`config.mk`:
```
export PLATFORM = sky130hd
export DESIGN_NAME = lidar_frame_parser_crc8
export DESIGN_NICKNAME = d
export VERILOG_FILES = /design/src/rtl/core/lfp_pkg.sv /design/src/rtl/core/lfp_ram.sv /design/src/rtl/core/lfp_ctrl.sv /design/src/rtl/core/lfp_dpath.sv /design/src/rtl/core/lidar_frame_parser_crc8.sv
export SDC_FILE = /design/constraint.sdc
export NUM_CORES = 1
export LEC_CHECK = 0
export BUFFER_PORTS_ARGS = -buffer_cell sky130_fd_sc_hd__buf_2
export CAP_MARGIN = 5
export CORE_AREA = 10 10 147 285
export DETAILED_ROUTE_END_ITERATION = 8
export DIE_AREA = 0 0 157 295
export PLACE_DENSITY = 0.88
export SYNTH_ARGS = -nofsm -noshare
export SYNTH_HDL_FRONTEND = slang
export SYNTH_SLANG_ARGS = --single-unit
```
`constraint.sdc`:
```
create_clock -name clk -period 5.6 [get_ports clk]
set_clock_uncertainty 0.1 [all_clocks]
set_input_delay 0.28 -clock clk [delete_from_list [all_inputs] [get_ports clk]]
set_output_delay 0.28 -clock clk [all_outputs]
set_load 0.01 [all_outputs]
```
`src/rtl/core/lfp_pkg.sv`:
```
// ----------------------------------------------------------------------------
// lfp_pkg
// Shared types, constants and the CRC-8 step for the lidar frame parser.
// ----------------------------------------------------------------------------
package lfp_pkg;

	localparam int unsigned POINTS_DEF   = 12;
	localparam logic [7:0]  HDR_BYTE     = 8'h54;
	localparam logic [7:0]  VERLEN_BYTE  = 8'h2C;
	localparam logic [7:0]  POLY_RESET   = 8'h4D;

	typedef enum logic [3:0] {
		PH_HEADER,
		PH_VERLEN,
		PH_SPD_L,
		PH_SPD_H,
		PH_SA_L,
		PH_SA_H,
		PH_DIST_L,
		PH_DIST_H,
		PH_INTENS,
		PH_EA_L,
		PH_EA_H,
		PH_TS_L,
		PH_TS_H,
		PH_CRC,
		PH_DRAIN
	} phase_t;

	typedef enum logic [1:0] {
		CRC_HOLD,
		CRC_START,
		CRC_STEP
	} crc_op_t;

	typedef enum logic [3:0] {
		FLD_NONE,
		FLD_SPD_L,
		FLD_SPD_H,
		FLD_SA_L,
		FLD_SA_H,
		FLD_DIST_L,
		FLD_DIST_H,
		FLD_EA_L,
		FLD_EA_H,
		FLD_TS_L,
		FLD_TS_H
	} fld_t;

	typedef struct packed {
		crc_op_t crc_op;
		fld_t    fld;
		logic    wr_point;
		logic    cnt_clr;
		logic    cnt_inc;
		logic    drain_start;
		logic    err_emit;
	} cmd_t;

	typedef struct packed {
		logic hdr_match;
		logic ver_match;
		logic crc_ok;
		logic last_point;
		logic out_free;
		logic drain_end;
	} sts_t;

	// One byte of an MSB-first, non-reflected CRC-8.
	function automatic logic [7:0] crc8_byte(input logic [7:0] crc, input logic [7:0] din,
	                                         input logic [7:0] poly);
		logic [7:0] c;
		c = crc ^ din;
		for (int k = 0; k < 8; k++) begin
			c = c[7] ? ({c[6:0], 1'b0} ^ poly) : {c[6:0], 1'b0};
		end
		return c;
	endfunction

endpackage

```
`src/rtl/core/lfp_ram.sv`:
```
// ----------------------------------------------------------------------------
// lfp_ram
// Generic single-write, single-read RAM with registered read data.
// ----------------------------------------------------------------------------
module lfp_ram #(
	parameter int unsigned WIDTH = 8,
	parameter int unsigned DEPTH = 16,
	parameter int unsigned AW    = (DEPTH > 1) ? $clog2(DEPTH) : 1
) (
	input  logic             clk,
	input  logic             we,
	input  logic [AW-1:0]    waddr,
	input  logic [WIDTH-1:0] wdata,
	input  logic             re,
	input  logic [AW-1:0]    raddr,
	output logic [WIDTH-1:0] rdata
);

	logic [WIDTH-1:0] mem_q [DEPTH];
	logic [WIDTH-1:0] rdata_q;

	always_ff @(posedge clk) begin
		if (we) begin
			mem_q[waddr] <= wdata;
		end
		// hold the last read word until the next read
		if (re) begin
			rdata_q <= mem_q[raddr];
		end
	end

	assign rdata = rdata_q;

endmodule

```
`src/rtl/core/lfp_ctrl.sv`:
```
// ----------------------------------------------------------------------------
// lfp_ctrl
// Frame parsing state machine: walks the packet byte by byte, issues
// datapath commands and waits for the point drain after a good CRC.
// ----------------------------------------------------------------------------
module lfp_ctrl (
	input  logic          clk,
	input  logic          arst_n,
	input  logic          in_valid,
	output logic          in_ready,
	input  lfp_pkg::sts_t sts,
	output lfp_pkg::cmd_t cmd
);
	import lfp_pkg::*;

	phase_t state_q;
	phase_t state_nxt;
	logic   accept;

	always_ff @(posedge clk or negedge arst_n) begin
		if (!arst_n) begin
			state_q <= PH_HEADER;
		end else begin
			state_q <= state_nxt;
		end
	end

	assign accept = in_valid & in_ready;

	// next state
	always_comb begin
		state_nxt = state_q;
		case (state_q)
			PH_VERLEN: if (accept) state_nxt = sts.ver_match ? PH_SPD_L : PH_HEADER;
			PH_SPD_L:  if (accept) state_nxt = PH_SPD_H;
			PH_SPD_H:  if (accept) state_nxt = PH_SA_L;
			PH_SA_L:   if (accept) state_nxt = PH_SA_H;
			PH_SA_H:   if (accept) state_nxt = PH_DIST_L;
			PH_DIST_L: if (accept) state_nxt = PH_DIST_H;
			PH_DIST_H: if (accept) state_nxt = PH_INTENS;
			PH_INTENS: if (accept) state_nxt = sts.last_point ? PH_EA_L : PH_DIST_L;
			PH_EA_L:   if (accept) state_nxt = PH_EA_H;
			PH_EA_H:   if (accept) state_nxt = PH_TS_L;
			PH_TS_L:   if (accept) state_nxt = PH_TS_H;
			PH_TS_H:   if (accept) state_nxt = PH_CRC;
			PH_CRC:    if (accept) state_nxt = sts.crc_ok ? PH_DRAIN : PH_HEADER;
			PH_DRAIN:  if (sts.drain_end) state_nxt = PH_HEADER;
			default:   if (accept) state_nxt = sts.hdr_match ? PH_VERLEN : PH_HEADER;
		endcase
	end

	// outputs
	always_comb begin
		in_ready        = 1'b1;
		cmd.crc_op      = CRC_HOLD;
		cmd.fld         = FLD_NONE;
		cmd.wr_point    = 1'b0;
		cmd.cnt_clr     = 1'b0;
		cmd.cnt_inc     = 1'b0;
		cmd.drain_start = 1'b0;
		cmd.err_emit    = 1'b0;
		case (state_q)
			PH_VERLEN: if (accept && sts.ver_match) cmd.crc_op = CRC_STEP;
			PH_SPD_L: if (accept) begin
				cmd.crc_op = CRC_STEP;
				cmd.fld    = FLD_SPD_L;
			end
			PH_SPD_H: if (accept) begin
				cmd.crc_op = CRC_STEP;
				cmd.fld    = FLD_SPD_H;
			end
			PH_SA_L: if (accept) begin
				cmd.crc_op = CRC_STEP;
				cmd.fld    = FLD_SA_L;
			end
			PH_SA_H: if (accept) begin
				cmd.crc_op  = CRC_STEP;
				cmd.fld     = FLD_SA_H;
				cmd.cnt_clr = 1'b1;
			end
			PH_DIST_L: if (accept) begin
				cmd.crc_op = CRC_STEP;
				cmd.fld    = FLD_DIST_L;
			end
			PH_DIST_H: if (accept) begin
				cmd.crc_op = CRC_STEP;
				cmd.fld    = FLD_DIST_H;
			end
			PH_INTENS: if (accept) begin
				cmd.crc_op   = CRC_STEP;
				cmd.wr_point = 1'b1;
				cmd.cnt_inc  = ~sts.last_point;
			end
			PH_EA_L: if (accept) begin
				cmd.crc_op = CRC_STEP;
				cmd.fld    = FLD_EA_L;
			end
			PH_EA_H: if (accept) begin
				cmd.crc_op = CRC_STEP;
				cmd.fld    = FLD_EA_H;
			end
			PH_TS_L: if (accept) begin
				cmd.crc_op = CRC_STEP;
				cmd.fld    = FLD_TS_L;
			end
			PH_TS_H: if (accept) begin
				cmd.crc_op = CRC_STEP;
				cmd.fld    = FLD_TS_H;
			end
			PH_CRC: begin
				// the error result goes straight to the output register
				in_ready = sts.out_free;
				if (accept) begin
					cmd.drain_start = sts.crc_ok;
					cmd.err_emit    = ~sts.crc_ok;
				end
			end
			PH_DRAIN: in_ready = 1'b0;
			default: if (accept && sts.hdr_match) cmd.crc_op = CRC_START;
		endcase
	end

endmodule

```
`src/rtl/core/lfp_dpath.sv`:
```
// ----------------------------------------------------------------------------
// lfp_dpath
// Parser datapath: CRC register, frame field registers, point store and
// the output register that the point drain and the error result feed.
// ----------------------------------------------------------------------------
module lfp_dpath #(
	parameter int unsigned POINTS_PER_FRAME = lfp_pkg::POINTS_DEF
) (
	input  logic          clk,
	input  logic          arst_n,
	input  logic          cfg_write,
	input  logic [7:0]    cfg_data,
	input  logic [7:0]    rx_byte,
	input  lfp_pkg::cmd_t cmd,
	output lfp_pkg::sts_t sts,
	output logic          out_valid,
	input  logic          out_ready,
	output logic          status,
	output logic [15:0]   rotation_speed,
	output logic [15:0]   first_angle,
	output logic [15:0]   final_angle,
	output logic [15:0]   stamp,
	output logic [3:0]    point_number,
	output logic [15:0]   distance_mm,
	output logic [7:0]    strength,
	output logic          last
);
	import lfp_pkg::*;

	localparam int unsigned IDX_W = (POINTS_PER_FRAME > 1) ? $clog2(POINTS_PER_FRAME) : 1;
	localparam int unsigned CNT_W = $clog2(POINTS_PER_FRAME + 1);
	localparam logic [IDX_W-1:0] LAST_IDX = IDX_W'(POINTS_PER_FRAME - 1);
	localparam logic [CNT_W-1:0] CNT_END  = CNT_W'(POINTS_PER_FRAME);

	logic [7:0]       poly_q;
	logic [7:0]       crc_q;
	logic [15:0]      speed_q;
	logic [15:0]      start_q;
	logic [15:0]      end_q;
	logic [15:0]      stamp_q;
	logic [15:0]      dist_q;
	logic [IDX_W-1:0] wr_idx_q;

	logic             drain_q;
	logic [CNT_W-1:0] rd_cnt_q;
	logic             rd_pend_s1;
	logic [IDX_W-1:0] rd_idx_s1;
	logic [23:0]      rd_data;
	logic             rd_issue;
	logic             consume;
	logic             out_free;

	logic             out_valid_q;
	logic             status_q;
	logic [15:0]      speed_out_q;
	logic [15:0]      start_out_q;
	logic [15:0]      end_out_q;
	logic [15:0]      stamp_out_q;
	logic [3:0]       pnum_q;
	logic [15:0]      dist_out_q;
	logic [7:0]       str_q;
	logic             last_q;

	always_ff @(posedge clk or negedge arst_n) begin
		if (!arst_n) begin
			poly_q <= POLY_RESET;
		end else if (cfg_write) begin
			poly_q <= cfg_data;
		end
	end

	always_ff @(posedge clk) begin
		case (cmd.crc_op)
			CRC_START: crc_q <= crc8_byte(8'h00, rx_byte, poly_q);
			CRC_STEP:  crc_q <= crc8_byte(crc_q, rx_byte, poly_q);
			default:   crc_q <= crc_q;
		endcase
		case (cmd.fld)
			FLD_SPD_L:  speed_q <= {8'h00, rx_byte};
			FLD_SPD_H:  speed_q[15:8] <= rx_byte;
			FLD_SA_L:   start_q <= {8'h00, rx_byte};
			FLD_SA_H:   start_q[15:8] <= rx_byte;
			FLD_DIST_L: dist_q <= {8'h00, rx_byte};
			FLD_DIST_H: dist_q[15:8] <= rx_byte;
			FLD_EA_L:   end_q <= {8'h00, rx_byte};
			FLD_EA_H:   end_q[15:8] <= rx_byte;
			FLD_TS_L:   stamp_q <= {8'h00, rx_byte};
			FLD_TS_H:   stamp_q[15:8] <= rx_byte;
			default:    ;
		endcase
	end

	always_ff @(posedge clk or negedge arst_n) begin
		if (!arst_n) begin
			wr_idx_q <= '0;
		end else if (cmd.cnt_clr) begin
			wr_idx_q <= '0;
		end else if (cmd.cnt_inc) begin
			wr_idx_q <= wr_idx_q + 1'b1;
		end
	end

	// distance and intensity of one point share a word
	lfp_ram #(
		.WIDTH (24),
		.DEPTH (POINTS_PER_FRAME),
		.AW    (IDX_W)
	) u_point_ram (
		.clk   (clk),
		.we    (cmd.wr_point),
		.waddr (wr_idx_q),
		.wdata ({dist_q, rx_byte}),
		.re    (rd_issue),
		.raddr (rd_cnt_q[IDX_W-1:0]),
		.rdata (rd_data)
	);

	assign out_free = ~out_valid_q | out_ready;
	assign consume  = rd_pend_s1 & out_free;
	// next read once the pending word moves to the output register
	assign rd_issue = drain_q & (rd_cnt_q != CNT_END) & (~rd_pend_s1 | consume);

	always_ff @(posedge clk or negedge arst_n) begin
		if (!arst_n) begin
			drain_q    <= 1'b0;
			rd_cnt_q   <= '0;
			rd_pend_s1 <= 1'b0;
		end else begin
			if (cmd.drain_start) begin
				drain_q  <= 1'b1;
				rd_cnt_q <= '0;
			end else begin
				if (sts.drain_end) begin
					drain_q <= 1'b0;
				end
				if (rd_issue) begin
					rd_cnt_q <= rd_cnt_q + 1'b1;
				end
			end
			if (rd_issue) begin
				rd_pend_s1 <= 1'b1;
			end else if (consume) begin
				rd_pend_s1 <= 1'b0;
			end
		end
	end

	always_ff @(posedge clk) begin
		if (rd_issue) begin
			rd_idx_s1 <= rd_cnt_q[IDX_W-1:0];
		end
	end

	always_ff @(posedge clk or negedge arst_n) begin
		if (!arst_n) begin
			out_valid_q <= 1'b0;
		end else if (consume || cmd.err_emit) begin
			out_valid_q <= 1'b1;
		end else if (out_ready) begin
			out_valid_q <= 1'b0;
		end
	end

	always_ff @(posedge clk) begin
		if (consume || cmd.err_emit) begin
			speed_out_q <= speed_q;
			start_out_q <= start_q;
			end_out_q   <= end_q;
			stamp_out_q <= stamp_q;
		end
		if (consume) begin
			status_q   <= 1'b0;
			pnum_q     <= 4'(rd_idx_s1);
			dist_out_q <= rd_data[23:8];
			str_q      <= rd_data[7:0];
			last_q     <= (rd_idx_s1 == LAST_IDX);
		end else if (cmd.err_emit) begin
			status_q   <= 1'b1;
			pnum_q     <= 4'd0;
			dist_out_q <= 16'd0;
			str_q      <= 8'd0;
			last_q     <= 1'b1;
		end
	end

	assign sts.hdr_match  = (rx_byte == HDR_BYTE);
	assign sts.ver_match  = (rx_byte == VERLEN_BYTE);
	assign sts.crc_ok     = (rx_byte == crc_q);
	assign sts.last_point = (wr_idx_q == LAST_IDX);
	assign sts.out_free   = out_free;
	assign sts.drain_end  = consume & (rd_idx_s1 == LAST_IDX);

	assign out_valid      = out_valid_q;
	assign status         = status_q;
	assign rotation_speed = speed_out_q;
	assign first_angle    = start_out_q;
	assign final_angle    = end_out_q;
	assign stamp          = stamp_out_q;
	assign point_number   = pnum_q;
	assign distance_mm    = dist_out_q;
	assign strength       = str_q;
	assign last           = last_q;

endmodule

```
`src/rtl/core/lidar_frame_parser_crc8.sv`:
```
// ----------------------------------------------------------------------------
// lidar_frame_parser_crc8
// Parses a serial lidar scan packet with a running CRC-8 and returns one
// result per point of a good frame, or one error result on a CRC mismatch.
// ----------------------------------------------------------------------------
// Every byte but the CRC byte is taken in one cycle, back to back.
// Good CRC byte: the first point result passes through the drain flag, the RAM
// read register and the output register, then one point per cycle follows while
// out_ready is high; no byte is taken until the last point is in the output register.
// Bad CRC byte: the error result shows the next cycle.
// Reset clears the parser state and output valid and sets the polynomial to
// 0x4D; the point RAM is not cleared.
module lidar_frame_parser_crc8 #(
	parameter int unsigned POINTS_PER_FRAME = lfp_pkg::POINTS_DEF
) (
	input  logic        clk,
	input  logic        arst_n,
	input  logic        cfg_write,
	input  logic [7:0]  cfg_data,
	input  logic        in_valid,
	output logic        in_ready,
	input  logic [7:0]  rx_byte,
	output logic        out_valid,
	input  logic        out_ready,
	output logic        status,
	output logic [15:0] rotation_speed,
	output logic [15:0] first_angle,
	output logic [15:0] final_angle,
	output logic [15:0] stamp,
	output logic [3:0]  point_number,
	output logic [15:0] distance_mm,
	output logic [7:0]  strength,
	output logic        last
);
	import lfp_pkg::*;

	cmd_t cmd;
	sts_t sts;

	lfp_ctrl u_ctrl (
		.clk      (clk),
		.arst_n   (arst_n),
		.in_valid (in_valid),
		.in_ready (in_ready),
		.sts      (sts),
		.cmd      (cmd)
	);

	lfp_dpath #(
		.POINTS_PER_FRAME (POINTS_PER_FRAME)
	) u_dpath (
		.clk            (clk),
		.arst_n         (arst_n),
		.cfg_write      (cfg_write),
		.cfg_data       (cfg_data),
		.rx_byte        (rx_byte),
		.cmd            (cmd),
		.sts            (sts),
		.out_valid      (out_valid),
		.out_ready      (out_ready),
		.status         (status),
		.rotation_speed (rotation_speed),
		.first_angle    (first_angle),
		.final_angle    (final_angle),
		.stamp          (stamp),
		.point_number   (point_number),
		.distance_mm    (distance_mm),
		.strength       (strength),
		.last           (last)
	);

endmodule

```
After elaboration in Yosys (flattened, before gate mapping)
Memories as Yosys holds them, arrays and structs flattened. A register that Yosys moved wholly into a read port is not among the register bits.
Cells that the tools add are included.
{ "totals": {"ff_bits": 209, "latchBits": 0, "mem_bits_rw": 288, "rom_bits": 0, "output_inout_bits": 96, "wordCells": 208, "memories": 1} }
{ "mem_list": {"columns": ["memory", "words", "width", "read_ports", "rd_clocked_by_memory_dff", "wr", "line", "text"], "rows": [
  ["u_dpath.u_point_ram.mem_q", 12, 24, 1, 1, 1, "lfp_ram.sv:19", "logic [WIDTH-1:0] mem_q [DEPTH];"]
]} }
{ "classes": {"add_sub_neg": 2, "mul": 0, "div_mod_pow": 0, "n_lt_le_gt_ge": 0, "eq_ne": 46, "shift": 0, "n_mux": 85, "bitwise": 28, "reduce_logical": 18} }
{ "ops": {"columns": ["cell", "n"], "rows": [
  ["$mux W8", 18],
  ["$xor A8 B8 Y8", 17],
  ["$pmux W8 S2", 6],
  ["$mux W4", 23],
  ["$mux W6", 10],
  ["$pmux W4 S14", 1],
  ["$eq A4 B4 Y1 const B", 12],
  ["$pmux W4 S10", 1],
  ["$eq A4 B3 Y1 const B", 8],
  ["$mux W16", 2],
  ["$ne A2 B1 Y1 const B", 13],
  ["$pmux W2 S13", 1],
  ["$reduce_bool A2 Y1", 13],
  ["$mux W1", 17],
  ["$eq A4 B2 Y1 const B", 4],
  ["$reduce_and A15 Y1", 1],
  ["$mux W2", 5],
  ["$add A4 B1 Y4 const B", 2],
  ["$eq A4 B1 Y1 const B", 2],
  ["$eq A8 B6 Y1 const B", 1],
  ["$eq A8 B7 Y1 const B", 1],
  ["$eq A8 B8 Y1", 1],
  ["$and A1 B1 Y1", 5],
  ["$ne A4 B4 Y1 const B", 1],
  ["9 further kinds", 14]
]} }

Longest topological paths before layout
Gate-level depths: netlist (run 1).
{ "depth": {"depth_word": 18, "depth_mapped": 16} }

Hierarchy
From an unflattened synthesis (run 1), not the netlist that was laid out.
{ "hier_totals": {"cells_unflattened": 1363, "area_unflattened_um2": 22110.0} }
{ "by_module_without_submodules": {"columns": ["module", "n_inst", "cells_each", "area_each_um2", "seq_area_each_um2"], "rows": [
  ["lfp_ram", 1, 504, 11701.2, 9369.0],
  ["lfp_dpath", 1, 779, 9806.9, 6055.8],
  ["lfp_ctrl", 1, 80, 601.8, 100.1]
]} }

Worst setup path after synthesis (run 1)
No wires, ideal clock.
{ "synth_timing": {"path_type": "reg-to-reg", "from": "register u_ctrl.state_q[1]", "to": "memory u_dpath.u_point_ram.mem_q[11][0] (enable)", "setup_time_ps": 466, "arrival_time_ps": 3401, "setup_slack_ps": 1633, "path_stages_with_launch": 6, "path_cell_list": "dfrtp_1 -> nand2b_1 -> o21ai_0 -> nand3_1 -> nand2_1 -> nor4_1"} }
{ "synth_via": {"elab_chain_cells": 7, "word_cells_on_any_way": 9} }
{ "synth_lines": {"columns": ["item", "line", "text"], "rows": [
  ["from (decl)", "lfp_ctrl.sv:16", "phase_t state_q;"],
  ["from (signal assigned)", "lfp_ctrl.sv:24", "state_q <= state_nxt;"],
  ["$eq A4 B4 Y1", "lfp_ctrl.sv:62", "case (state_q)"],
  ["$pmux W1 S2 (*)", "lfp_ctrl.sv:62", null],
  ["via in_ready", "lidar_frame_parser_crc8.sv:21", "output logic in_ready,"],
  ["$and A1 B1 Y1 (*)", "lfp_ctrl.sv:28", "assign accept = in_valid & in_ready;"],
  ["$mux W1 (*)", "lfp_ctrl.sv:89", "PH_INTENS: if (accept) begin"],
  ["$mux W1 (*)", "lfp_ctrl.sv:62", null],
  ["$mux W1 (*)", "lfp_ram.sv:23", "if (we) begin"],
  ["$mux W1 (implied by the code) (*)", "lfp_ram.sv:24", "mem_q[waddr] <= wdata;"],
  ["to (decl)", "lfp_ram.sv:19", null]
]} }
Mark *: on every way through the listed nets, which the timed path passes. The rest lies on a longest branch.

Final worst setup path (run 1)
{ "layout_timing": {"from": "register u_dpath.poly_q[7]", "to": "register u_dpath.crc_q[2] (data pin)"} }
{ "layout_via": {"elab_chain_cells": 15, "word_cells_on_any_way": 33} }
{ "layout_lines": {"columns": ["item", "line", "text"], "rows": [
  ["from (decl)", "lfp_dpath.sv:35", "logic [7:0] poly_q;"],
  ["from (signal assigned)", "lfp_dpath.sv:68", "poly_q <= cfg_data;"],
  ["$xor A8 B8 Y8", "lfp_pkg.sv:75", "c = c[7] ? ({c[6:0], 1'b0} ^ poly) : {c[6:0], 1'b0};"],
  ["$mux W8 (2 in a row)", "lfp_pkg.sv:75", null],
  ["$xor A8 B8 Y8", "lfp_pkg.sv:75", null],
  ["$mux W8", "lfp_pkg.sv:75", null],
  ["$xor A8 B8 Y8", "lfp_pkg.sv:75", null],
  ["$mux W8", "lfp_pkg.sv:75", null],
  ["$xor A8 B8 Y8", "lfp_pkg.sv:75", null],
  ["$mux W8", "lfp_pkg.sv:75", null],
  ["$mux W8 / $xor A8 B8 Y8 (equally long branches)", "lfp_pkg.sv:75", null],
  ["$xor A8 B8 Y8 / $mux W8 (equally long branches)", "lfp_pkg.sv:75", null],
  ["$mux W8 / $xor A8 B8 Y8 (equally long branches)", "lfp_pkg.sv:75", null],
  ["$xor A8 B8 Y8 / $mux W8 (equally long branches)", "lfp_pkg.sv:75", null],
  ["$mux W8", "lfp_pkg.sv:75", null],
  ["$pmux W8 S2 (*)", "lfp_dpath.sv:73", "case (cmd.crc_op)"],
  ["to (signal assigned)", "lfp_dpath.sv:74", "CRC_START: crc_q <= crc8_byte(8'h00, rx_byte, poly_q);"],
  ["to (signal assigned)", "lfp_dpath.sv:75", "CRC_STEP: crc_q <= crc8_byte(crc_q, rx_byte, poly_q);"],
  ["to (signal assigned)", "lfp_dpath.sv:76", "default: crc_q <= crc_q;"],
  ["to (decl)", "lfp_dpath.sv:36", "logic [7:0] crc_q;"]
]} }
Every way passes the cells marked *; elsewhere a longest branch is shown, timed or not.
A chain may end at the register's enable or synchronous reset.

==> results of run 1 <==
-- where the power goes --
part | switching (uW) | total [uW] | leakage [uW] | internal [uW]
sequential | 192 | 4690 | 0.00480 | 4500
combinational | 1990 | 3480 | 0.00308 | 1490
clock | 1380 | 3010 | 0.000663 | 1630
-- timing repair --
action | in CTS | in global routing
endpoints found under the setup margin | 0 | 0
hold buffers | 20 | 0
endpoints found under the hold margin | 36 | 0
-- through the flow --
stage | area (um^2) | hold WS, ns | power [uW] | util (%) | instances
floorplan | 22200 | -0.116 | 7360 | - | 1393
global placement | 23200 | 0.230 | 8000 | 62.5 | 1915
detailed placement | 23200 | 0.235 | 8120 | 62.5 | 1915
CTS | 24800 | 0.0204 | 11100 | 66.8 | 2012
global route | 24800 | 0.0666 | 11600 | 66.8 | 2012
finish | 24800 | 0.0466 | 11200 | 66.8 | 2014
-- per-layer routing --
metal,share of wire (%),GRT usage [%]
met1,33,25.9
met4,6.5,15.3
met2,53,43.5
met5,0.028,0
met3,7.5,4.18
-- cells by family after synthesis --
kind of cell	share of synthesized area (%)
compound gates	6.12
xor+xnor	4.20
fa+ha+maj	0.395
buf+inv	1.84
flops	70.0
mux	8.98
simple gates	8.47
-- cells in the mapped netlist, types with 17 or more instances --
cell type	count
nand3_1	26
xor2_1	22
dfrtp_1	19
clkbuf_1	58
nor3_1	25
nand2_1	129
nor2_1	46
and3_1	40
xnor2_1	48
edfxtp_1	497
mux2i_1	31
mux4_2	72
inv_1	17
a21oi_1	36
and2_1	45
o21ai_0	66
-- how the worst min path moves through the flow --
stage | start | end
after global routing | in_valid | u_ctrl.state_q[3]
final | in_valid | u_ctrl.state_q[3]
after detailed placement | arst_n | u_dpath.poly_q[5]
after global placement | arst_n | u_dpath.poly_q[4]
after floorplan | arst_n | u_ctrl.state_q[0]
after CTS | cfg_write | u_dpath.poly_q[0]
-- cell type report --
class,count,area [um^2]
flip-flops and latches,521,15500
repair buffers,164,991
fillers,2349,12300
well taps,459,574
multi-input cells,772,6270
inverters,19,71.3
diodes,2,5.00
clock buffers,52,1120
clock inverters,25,268
-- tightest hold or removal path, delay by kind of cell --
family | cells | cell delay (ns)
AO/OA/AOI/OAI | 2 | 0.22
buffers and inverters | 1 | 0.16
==> impl_metrics.toml, run 1 <==
[run_status]
status = "complete, no violations"

[sta]
tns_ns = 0
tightest_slew_ns = 1.31
fmax_ghz = 0.213
setup_viol = 0
rsz0062_at_grt = "no"
layout_setup_ws_ns = 0.896
maxSlewHeadroom_pct = 12.5
period_minus_slack_ns = 4.70
hold_viol = 0
drv_slew = 0
min_period_over_period_pct = 84.0

[worst_setup_path]
reg2reg_depth = 12
cp-start-kind = "flip-flop"
critPathArrivalTime_ns = 4.92
cp-endpoint = "u_dpath.crc_q[2]"
path_buf_inv = 0
cp_top_family = "compound AO/OA/AOI/OAI gates"
worstReg2RegStart = "u_dpath.poly_q[7]"
critical_path.max_stage_delay_ns = 0.73
r2r_setup_slack_ns = 0.90
cp.depth = 12
cpMaxStageDelayCell = "dfrtp_1"
endpoint_kind = "flip-flop"
reg2reg_to = "u_dpath.crc_q[2]"
worstSetupStartpoint = "u_dpath.poly_q[7]"
critPathRequiredTime_ns = 5.81
worstPathCellList = "nand2_1 -> o221ai_2 -> xor2_2 -> o2111ai_1 -> a311oi_1 -> a211oi_1 -> nor4_1 -> mux2i_1 -> or3_1 -> a21oi_4 -> a2bb2oi_1 -> a32o_1"
worst-path-max-fanout = 17
critPathKind = "flip-flop to flip-flop"

[clock_tree]
clk_pin_slew_worst_paths_ns = 0.07
cts_tree = "built"
clockBufferDepth = 3
cts_resized = 0
htreeDepth = 2
cts-root-buf = "clkbuf_16"
cts_made_buffers = 42
clock_sinks = 521
insertion_delay_ns = 0.56
cts_setup_buffers = 0

[drt]
wire_per_inst_um = 28.1
route.detailed.drc = 0
drtPass1Iterations = 8
drt_iter0_markers = 1278
via_per_inst = 6.61
vias = 13300
totalWireLength_um = 56500
ant_nets = 0

[synth]
synth.cell_area_um2 = 22200
syn_inst = 1393
synth-seq-cells = 521
syn_nets = 1421
postSynthAreaPerCell_um2 = 15.9
ys_async_sr_fraction_pct = 4.41
seq_area_frac_synth_pct = 70.0
synthFlopType = "edfxtp_1"
ys.warnings.count = 0
yosys.area.top_type_share_pct = 67.3
yosys.area.top_type = "edfxtp_1"
synth.area.top_cells = "edfxtp_1 67%, mux4_2 7.3%, nand2_1 2.2%"
synthDistinctLibCells = 93
synth_edf_count = 497

[floorplanning]
die-area_um2 = 46300
rows = 100
chipHeight_um = 295
die_w_um = 157
core_area_um2 = 37200
pin_count = 117
initial_core_util_pct = 59.7

[pwr]
peakVddDrop_mv = 0.723
p_leak_uw = 0.00853
p_per_area_nw_per_um2 = 451

[placement]
port_buffers = 116
hpwl_um = 35100
post-place-ws_ns = 0.826
gp_congestion = 0.941

[final_layout]
largest_reg_flops = 288
top_register = "u_dpath.u_point_ram.mem_q"
area_growth_pct = 11.9
finish.net_count = 1548
layout_common_cells = "497 x edfxtp_1, 129 x nand2_1, 116 x buf_2, 72 x mux4_2, 66 x o21ai_0"
drive_above_1_share_pct = 20.9
layout_commonest_cell = "edfxtp_1"

[global_route]
grtUsageTotal_pct = 24.3
grt_max_degree = 51
grt_overflow = 0
grt_pass1_vias = 13600
antenna_found_initial = 1
grt_pass1_wl_um = 83800

[hold_path]
hp-class = "primary input to flip-flop"
whs_path_depth = 3

[flow_run]
cap_violations = 0
Power figures use the tool's default switching activity.
==> inputs of run 2 (changes only) <==
==> constraint.sdc (replaced) <==
create_clock -name clk -period 4.8 [get_ports clk]
set_clock_uncertainty 0.1 [all_clocks]
set_input_delay 0.24 -clock clk [delete_from_list [all_inputs] [get_ports clk]]
set_output_delay 0.24 -clock clk [all_outputs]
set_load 0.01 [all_outputs]
==> run 2 against run 1 <==
Cell area rose by 0.63%. Global-route usage rose by 0.14 points. Sequential power rose by 16%. Largest cell class unchanged.
==> impl_metrics.toml, run 2 (synthesized netlist as in run 1, its figures left out) <==
[sta]
period_minus_slack_ns = 4.39
tns_ns = 0
hold_viol = 0
tightest_slew_ns = 1.27
drv_slew = 0
fmax_ghz = 0.228
maxSlewHeadroom_pct = 14.9
setup_viol = 0
min_period_over_period_pct = 91.5
rsz0062_at_grt = "no"

[pwr]
p_leak_uw = 0.00865
p_seq_share_pct = 41.6
swShare_pct = 31.6
power.total_uw = 13100
switchingPower_uw = 4140
peakVddDrop_mv = 0.881
clkPwrFrac_pct = 27.2
p_per_area_nw_per_um2 = 525
p_comb_share_pct = 31.2
internal_power_uw = 8970

[final_layout]
top_register = "u_dpath.u_point_ram.mem_q"
area_growth_pct = 12.6
antennaDiodeCount = 0
multiInputGateArea_um2 = 6270
fillerInstances = 2365
layout_commonest_cell = "edfxtp_1"
layout_common_cells = "497 x edfxtp_1, 129 x nand2_1, 116 x buf_2, 72 x mux4_2, 66 x o21ai_0"
finish.net_count = 1564
drive_above_1_share_pct = 21.7
seq_area_um2 = 15500
largest_reg_flops = 288

[worst_setup_path]
cpMaxStageDelayCell = "dfrtp_1"
worstReg2RegStart = "u_dpath.poly_q[7]"
endpoint_kind = "flip-flop"
critPathArrivalTime_ns = 4.60
worst-path-max-fanout = 14
reg2reg_depth = 14
critical_path.max_stage_delay_ns = 0.59
worstPathCellList = "a21bo_2 -> a221oi_1 -> buf_4 -> nor3_1 -> nor2_1 -> buf_4 -> a221o_1 -> a211oi_1 -> nor4_1 -> mux2i_1 -> or3_1 -> a21oi_4 -> a2bb2oi_1 -> a32o_1"
cp-start-kind = "flip-flop"
critPathRequiredTime_ns = 5.01
r2r_setup_slack_ns = 0.41
crit_top_cell = "buf_4"
critPathKind = "flip-flop to flip-flop"
reg2reg_to = "u_dpath.crc_q[2]"

[global_route]
met1_usage_pct = 25.6
antenna_found_initial = 0
met2_usage_pct = 44.8
grt_pass1_vias = 13700
grt_use_met3_pct = 3.16
grt_pass1_wl_um = 84400
grt_overflow = 0
grt_max_degree = 55
grtUsageTotal_pct = 24.5
top_usage_layer = "met2"

[hold_path]
holdPathEnd = "u_dpath.poly_q[5]"
whs_path_depth = 3
hp-class = "primary input to flip-flop"
worstHoldStart = "cfg_write"

[placement]
gp_congestion = 0.972
hpwl_um = 36300
port_buffers = 116

[drt]
wire_per_inst_um = 28.0
route.detailed.drc = 0
drtPass1Iterations = 5
via_per_inst = 6.59
totalWireLength_um = 56800
ant_nets = 0
drt_iter0_markers = 1264
vias = 13400

[clock_tree]
clock_sinks = 521
clk_pin_slew_worst_paths_ns = 0.08
cts_made_buffers = 42
cts_tree = "built"
insertion_delay_ns = 0.57
htreeDepth = 2
clockBufferDepth = 3
cts-root-buf = "clkbuf_16"
cts_setup_buffers = 0

[floorplanning]
die-area_um2 = 46300
pin_count = 117
rows = 100
core_area_um2 = 37200
initial_core_util_pct = 59.7
die_w_um = 157
chipHeight_um = 295

[flow_run]
cap_violations = 0

[run_status]
status = "complete, no violations"
run 2: cell types whose count changed in the layout (fill, tap and decap cells not counted), moves of 2 or more:
cell | before | now
bufinv_16 | 4 | 6
clkinv_1 | 8 | 10
clkbuf_8 | 3 | 0
clkinvlp_4 | 4 | 0
buf_4 | 28 | 43
clkinv_2 | 3 | 6
diode_2 | 2 | 0
run 2: layout make-up:
type	instances	area share, %
Timing Repair Buffer	180	4.50
Inverter	19	0.286
Tap cell	459	2.30
Multi-Input combinational cell	772	25.1
Clock inverter	29	1.33
Clock buffer	48	4.30
Sequential cell	521	62.2
run 2: power groups by stage:
stage	sequential [uW]	clock (uW)	combinational [uW]
4_1_cts	5440	3580	4030
3_5_place_dp	5540	0	3970
6_report	5450	3560	4090
2_1_floorplan	5450	0	3130
3_3_place_gp	5530	0	3890
5_1_grt	5470	3730	4400
run 2: per-layer routing:
layer  vias up  part of all wire, %  routed length [um]
li1       5695                    -                   -
met1      6643                   32               18300
met2       795                   54               30700
met3       223                  6.6                3740
met4         0                  7.1                4000
met5         -                    0                   0
run 2: worst max-delay path by stage:
stage                                                   to         startpoint  slack [ns]  cells past startpoint
after floorplan           u_dpath.u_point_ram.mem_q[11][0]  u_ctrl.state_q[1]        0.83                      5
after global placement                    u_dpath.crc_q[2]  u_dpath.poly_q[7]        0.40                     13
after detailed placement                  u_dpath.crc_q[2]  u_dpath.poly_q[7]        0.35                     13
after CTS                                 u_dpath.crc_q[2]  u_dpath.poly_q[7]        0.32                     13
after global routing                      u_dpath.crc_q[2]  u_dpath.poly_q[7]        0.09                     13
final                                     u_dpath.crc_q[2]  u_dpath.poly_q[7]        0.41                     14
run 2: timing repair:
item                                   in CTS  in global routing
endpoints found under the hold margin      34                  0
hold buffers                               20                  0
resized for setup                           0                  1
setup endpoints to repair                   0                  6
run 2: per-stage QoR:
| stage | instance area (um^2) | hold slack [ns] | util, % | setup slack (ns) | std cells |
|---|---|---|---|---|---|
| 4_1_cts | 25000 | 0.00148 | 67.2 | 0.316 | 2028 |
| 5_1_grt | 25000 | 0.00719 | 67.2 | 0.0852 | 2028 |
| 6_report | 25000 | 0.0299 | 67.2 | 0.409 | 2028 |
| 2_1_floorplan | 22200 | -0.156 | - | 0.833 | 1393 |
| 3_5_place_dp | 23400 | 0.207 | 62.9 | 0.347 | 1931 |
| 3_3_place_gp | 23400 | 0.200 | 62.9 | 0.400 | 1931 |
run 2: worst max-delay path: cells and delay by family (launching register included):
family                 cells  cell delay, ns
multiplexers               1            0.14
AND/OR/NAND/NOR            4            1.14
flip-flops                 1            0.59
AO/OA/AOI/OAI              7            1.79
buffers and inverters      2            0.38
